--- config.mk ---
export PLATFORM = sky130hd
export DESIGN_NAME = qau_sqrt
export DESIGN_NICKNAME = d
export VERILOG_FILES = /design/src/rtl/qau_pkg.sv /design/src/rtl/qau_sqrt.sv
export SDC_FILE = /design/constraint.sdc
export NUM_CORES = 2
export LEC_CHECK = 0
export BUFFER_PORTS_ARGS = -buffer_cell sky130_fd_sc_hd__buf_2
export CELL_PAD_IN_SITES_DETAIL_PLACEMENT = 1
export CELL_PAD_IN_SITES_GLOBAL_PLACEMENT = 2
export CORE_MARGIN = 2
export CORE_UTILIZATION = 46
export CTS_CLUSTER_SIZE = 28
export DETAILED_ROUTE_END_ITERATION = 10
export PLACE_DENSITY = 0.83
export SLEW_MARGIN = 20
export SYNTH_ARGS = -nofsm -noshare
export SYNTH_HDL_FRONTEND = slang
export SYNTH_MEMORY_MAX_BITS = 65536
export SYNTH_SLANG_ARGS = --single-unit
--- constraint.sdc ---
create_clock -name clk -period 5.12 [get_ports clk]
set_clock_uncertainty 0.15 [all_clocks]
set_input_delay 1.024 -clock clk [delete_from_list [all_inputs] [get_ports clk]]
set_output_delay 1.024 -clock clk [all_outputs]
set_load 0.1 [all_outputs]
--- src/rtl/qau_pkg.sv ---
// Shared types and codes for the quaternion arithmetic unit.
// No dependencies; every other rtl file but qau_div_lane refers to this package by scoped names.
`timescale 1ns / 1ps
`default_nettype none

package qau_pkg;

    typedef enum logic [3:0] {
        OP_ADD   = 4'd0,
        OP_SUB   = 4'd1,
        OP_NEG   = 4'd2,
        OP_MUL   = 4'd3,
        OP_SCALE = 4'd4,
        OP_DIVS  = 4'd5,
        OP_CONJ  = 4'd6,
        OP_NORM  = 4'd7,
        OP_NRM   = 4'd8,
        OP_INV   = 4'd9,
        OP_ROT   = 4'd10
    } op_t;

    localparam logic [1:0] ST_OK  = 2'd0;
    localparam logic [1:0] ST_DZ  = 2'd1;
    localparam logic [1:0] ST_SAT = 2'd2;

    // Per-stage control that travels with each beat.
    typedef struct packed {
        logic vld;
        op_t  op;
        logic dz;
    } ctl_t;

endpackage

`default_nettype wire

--- src/rtl/qau_sqrt.sv ---
// Pipelined integer square root, one root bit per stage, with a side payload.
// Depends on qau_pkg for the control struct.
`timescale 1ns / 1ps
`default_nettype none

module qau_sqrt #(
    parameter int W   = 32,
    parameter int PLW = 1
) (
    input  logic            clk,
    input  logic            rst_n,
    input  logic            adv,
    input  qau_pkg::ctl_t   ctl_i,
    input  logic [2*W:0]    rad_i,
    input  logic [PLW-1:0]  pl_i,
    output qau_pkg::ctl_t   ctl_o,
    output logic [W:0]      root_o,
    output logic [PLW-1:0]  pl_o
);

    localparam int SW  = W + 1;
    localparam int RDW = 2 * SW;
    localparam int RMW = SW + 3;

    qau_pkg::ctl_t  ctl_reg  [SW];
    logic [RDW-1:0] rad_reg  [SW];
    logic [RMW-1:0] rem_reg  [SW];
    logic [SW-1:0]  root_reg [SW];
    logic [PLW-1:0] pl_reg   [SW];

    for (genvar k = 0; k < SW; k++) begin : g_stage
        qau_pkg::ctl_t  ctl_in;
        logic [RDW-1:0] rad_in;
        logic [RMW-1:0] rem_in;
        logic [SW-1:0]  root_in;
        logic [PLW-1:0] pl_in;
        logic [RMW-1:0] cand;
        logic [RMW-1:0] trial;
        logic           ge;

        if (k == 0) begin : g_first
            assign ctl_in  = ctl_i;
            assign rad_in  = RDW'(rad_i);
            assign rem_in  = '0;
            assign root_in = '0;
            assign pl_in   = pl_i;
        end else begin : g_next
            assign ctl_in  = ctl_reg[k-1];
            assign rad_in  = rad_reg[k-1];
            assign rem_in  = rem_reg[k-1];
            assign root_in = root_reg[k-1];
            assign pl_in   = pl_reg[k-1];
        end

        // bring down the next two radicand bits, try root*4+1
        assign cand  = {rem_in[RMW-3:0], rad_in[RDW-1 -: 2]};
        assign trial = RMW'({root_in, 2'b01});
        assign ge    = (cand >= trial);

        always_ff @(posedge clk or negedge rst_n) begin
            if (!rst_n) begin
                ctl_reg[k] <= '0;
            end else if (adv) begin
                ctl_reg[k] <= ctl_in;
            end
        end

        always_ff @(posedge clk) begin
            if (adv) begin
                rad_reg[k]  <= rad_in << 2;
                rem_reg[k]  <= ge ? (cand - trial) : cand;
                root_reg[k] <= {root_in[SW-2:0], ge};
                pl_reg[k]   <= pl_in;
            end
        end
    end

    assign ctl_o  = ctl_reg[SW-1];
    assign root_o = root_reg[SW-1];
    assign pl_o   = pl_reg[SW-1];

endmodule

`default_nettype wire

## After elaboration in Yosys (flattened, before gate mapping)

Memory sizes are Yosys's and may differ from the RTL's.
Cells that the tools add are included.

| operators by class | value |
|---|---|
| $add $sub $neg | 33 |
| magnitude comparators | 33 |
| multiplexer cells | 35 |

Operator list:

| operator | count |
|---|---|
| $mux W36 | 33 |
| $ge A36 B35 Y1 | 32 |
| $sub A36 B35 Y36 | 32 |
| $mux W1 | 2 |
| $sub A1 B1 Y2 const B | 1 |
| $ge A1 B1 Y1 const B | 1 |

| word-level totals | value |
|---|---|
| bits in registers | 198 |
| bits in writable memories | 4422 |
| bits of input ports | 75 |
| output and inout bits | 40 |
| logic and storage cells | 204 |
| memories | 4 |

Memories:

| memory | words | bits a word | rd ports | clocked after memory_dff | write ports | line | text |
|---|---|---|---|---|---|---|---|
| rad_reg | 33 | 64 | 32 | 0 | 33 | qau_sqrt.sv:26 | `logic [RDW-1:0] rad_reg [SW];` |
| rem_reg | 33 | 36 | 32 | 0 | 33 | qau_sqrt.sv:27 | `logic [RMW-1:0] rem_reg [SW];` |
| root_reg | 33 | 33 | 33 | 0 | 33 | qau_sqrt.sv:28 | `logic [SW-1:0] root_reg [SW];` |
| pl_reg | 33 | 1 | 33 | 0 | 33 | qau_sqrt.sv:29 | `logic [PLW-1:0] pl_reg [SW];` |

## Longest topological paths before layout

An unclocked memory read counts as a cell.

| depth | value |
|---|---|
| depth after elaboration | 3 |
| gate-level depth with buffers | 15 |
| mapped depth without buffers | 13 |

## Worst setup path after synthesis

No wires, ideal clock.

| path | value |
|---|---|
| path kind | register -> register |
| start point | memory rem_reg[0][337] (netlist name) |
| end point | memory rem_reg[0][377] (netlist name), data pin |
| setup time | 271 ps |
| arrival time | 3343 ps |
| data required time | 4699 ps |
| setup slack | 1355 ps |
| cell stages (with the launch flop) | 13 |
| buffers on the path | 2 |
| period minus slack after synthesis | 3765 ps |
| path through | edfxtp_1 or4_1 or3_4 nor3_2 inv_1 or4_1 or2_0 buf_2 or4_4 o221ai_2 buf_6 nor4_1 xor2_1 |

RTL lines:

| what | line |
|---|---|
| start: declaration | qau_sqrt.sv:27 |

==> results_dict.tcl <==
set metrics [dict create \
    netlist_top_cells_area "edfxtp_1 (62%), ha_1 (5.7%), dfrtp_1 (3.8%)" \
    gr-total-overflow 0 \
    drcViolationCount 0 \
    post-cts-setup-buffer-count 0 \
    design.die.area_mm2 0.289 \
    stdcell_count 14200 \
    yosys_warnings 0 \
    hpwl_um 211000 \
    synth_fp_nets 10600 \
    start_util_pct 46.3 \
    place_congestion 0.865 \
    maxCapViolCount 0 \
    syn_to_final_growth_pct 12.5 \
    dp_slack_ns 0.731 \
    vdd_drop_max_uv 324 \
    core-area_mm2 0.283 \
    cts_hold_buf 0 \
    synth_edf_count 2682 \
    die_x_um 537 \
    dr.pass1.iters 5 \
    clk_latency_ns 0.91 \
    synth_top_cell_by_area "edfxtp_1" \
    tightest_slew_ns 1.14 \
    drive_above_1_share_pct 10.1 \
    ff2ff_path_depth 10 \
    setup_viol 0 \
    hold_viol_final 0 \
    via_per_inst 5.44 \
    die_h_um 537 \
    ys_ff_latch 2880 \
    r2r_end "rem_reg[0][284]" \
    async_flop_share_pct 6.88 \
    syn_inst 9882 \
    synth_ff_type "edfxtp_1" \
    track_usage_pct 20.1 \
    timing.final.crit_share_pct 86.7 \
    cts_buffers 314 \
    clockRootBuffer "clkbuf_16" \
    wirelength_um 292000 \
    grt_pass1_wl_um 462000 \
    worstPathMaxFanout 23 \
    seq_area_frac_synth_pct 65.4 \
    slew_headroom_pct 23.4 \
    post-place-cells 13700 \
    p_per_area_mw_per_mm2 465 \
    mostFrequentLayoutCells "edfxtp_1 (2682), inv_1 (738), nand2_1 (737)" \
    io_pins 115 \
    synth_cell_type_count 88 \
    core.rowCount 195 \
    final_nets 10900 \
    avgSynthCellArea_um2 13.2 \
    layout_setup_ws_ns 0.681 \
    status "finished clean" \
    io_buffers 114 \
    antenna_found_initial 4 \
    avgRoutedWirePerCell_um 20.5 \
    grt_setup_unrepaired "no" \
    cts_max_level 5 \
    ant_nets 0 \
    critPathRequiredTime_ns 5.57 \
    reg2reg_from "rem_reg[0][228]" \
    worstPathArrival_ns 4.89 \
    cts_sinks 2880 \
    slew_viol_final 0 \
    start_kind "flop" \
    p_leak_nw 56.5 \
    final_common_cell "edfxtp_1" \
    cts_resized 0 \
    synth_area_mm2 0.131 \
    max_freq_mhz 225 \
    ctsLongestPathBuffers 4 \
    min_period_ns 4.44 \
    largest_reg_flops 1056 \
    min_path_type "in2async" \
    cts.reportedPaths.clkPinSlew_ns 0.06 \
    via_count 77500 \
    tns_ns 0 \
    grt_max_degree 141 \
    rrSetupSlack_ns 0.68 \
    synth.top_cell.area_share_pct 61.6 \
    first_iter_violations 4554 \
    grt_pass1_vias 82300 \
    cp-end-kind "flop" \
    critPathKind "reg2reg" \
    n_fill_cell 28200 \
    cts_tree "done" \
]
[report_power, final]
group,leakage [nW],switching [mW],internal [mW],total [mW]
clock network,5.02,9.32,13.4,22.7
logic,23.2,7.87,5.75,13.6
registers,28.3,2.21,29.9,32.1
[kinds of logic (layout without fill, tap and decap cells)]
kind of cell | count (synthesis) | in the layout | synth area share [%]
other | 1 | 3 | 0.00287
buffers and inverters | 942 | 1553 | 2.74
AND/OR/NAND/NOR | 2415 | 2415 | 9.04
flip-flops | 2880 | 2880 | 65.4
multiplexers | 273 | 273 | 2.34
AO/OA/AOI/OAI | 1906 | 1906 | 8.96
XOR/XNOR | 871 | 871 | 5.83
adder cells (fa/ha/maj) | 594 | 594 | 5.68
[how the worst max path moves through the flow]
stage,from,end,slack [ns],cells after the start
2_1_floorplan,rem_reg[0][337],rem_reg[0][377],1.36,12
3_3_place_gp,rem_reg[0][337],rem_reg[0][377],0.78,10
3_5_place_dp,rem_reg[0][164],rem_reg[0][205],0.73,10
4_1_cts,rem_reg[0][164],rem_reg[0][205],0.71,10
5_1_grt,rem_reg[0][228],rem_reg[0][284],0.42,10
6_report,rem_reg[0][228],rem_reg[0][284],0.68,10
[layout make-up]
type | count | area, um^2 | share of cell area [%]
multi-input cells | 6060 | 41800 | 28.4
well taps | 3743 | 4680 | 3.18
clock buffers | 366 | 8230 | 5.60
inverters | 739 | 2770 | 1.89
clock inverters | 198 | 2090 | 1.42
diodes | 2 | 5.00 | 0.00340
repair buffers | 250 | 2030 | 1.38
flip-flops and latches | 2880 | 85500 | 58.1
[synthesized netlist by cell type (33+ instances only)]
| cell | number |
|---|---|
| a211oi_1 | 39 |
| a21o_1 | 250 |
| a21oi_1 | 565 |
| a31oi_1 | 50 |
| and3_1 | 47 |
| clkbuf_1 | 177 |
| dfrtp_1 | 198 |
| edfxtp_1 | 2682 |
| ha_1 | 594 |
| inv_1 | 738 |
| mux2_2 | 266 |
| nand2_1 | 738 |
| nand2b_1 | 118 |
| nand3_1 | 134 |
| nand4_1 | 88 |
| nor2_1 | 535 |
| nor2b_1 | 95 |
| nor3_1 | 210 |
| nor4_1 | 120 |
| o211ai_1 | 34 |
| o21a_1 | 110 |
| o21ai_0 | 547 |
| o21bai_1 | 41 |
| o31ai_1 | 61 |
| or2_2 | 33 |
| or3_1 | 91 |
| or4_1 | 59 |
| xnor2_1 | 450 |
| xor2_1 | 421 |
[through the flow]
stage	cell area [um^2]	total power, mW	util, %	hold slack, ns
finish	147000	68.4	52.1	0.0821
global route	147000	71.8	52.1	0.0963
CTS	147000	69.3	52.1	0.0612
detailed placement	137000	46.2	48.4	0.255
global placement	137000	45.5	48.4	0.250
floorplan	131000	41.4	-	0.250
[routing by layer]
metal  wire, um  vias up  part of all wire [%]  track usage [%]
li1           -    37100                     -                -
met1     126000    38800                    43             25.7
met2     149000     1112                    51             35.8
met3       8590      496                   2.9             2.11
met4       8890        0                   3.0             6.38
met5          0        -                     0                0
[critical path, stage by stage, from the launching register on]
cell and delay [ns]:
edfxtp_1 0.42, or4_1 0.63, or3_1 0.40, nor3_1 0.27, a31oi_1 0.16, and3_1 0.18, and3_1 0.46, nand4b_1 0.42
nor4_1 0.70, nand3_1 0.18, xnor2_1 0.18
(Power assumes the default switching activity.)
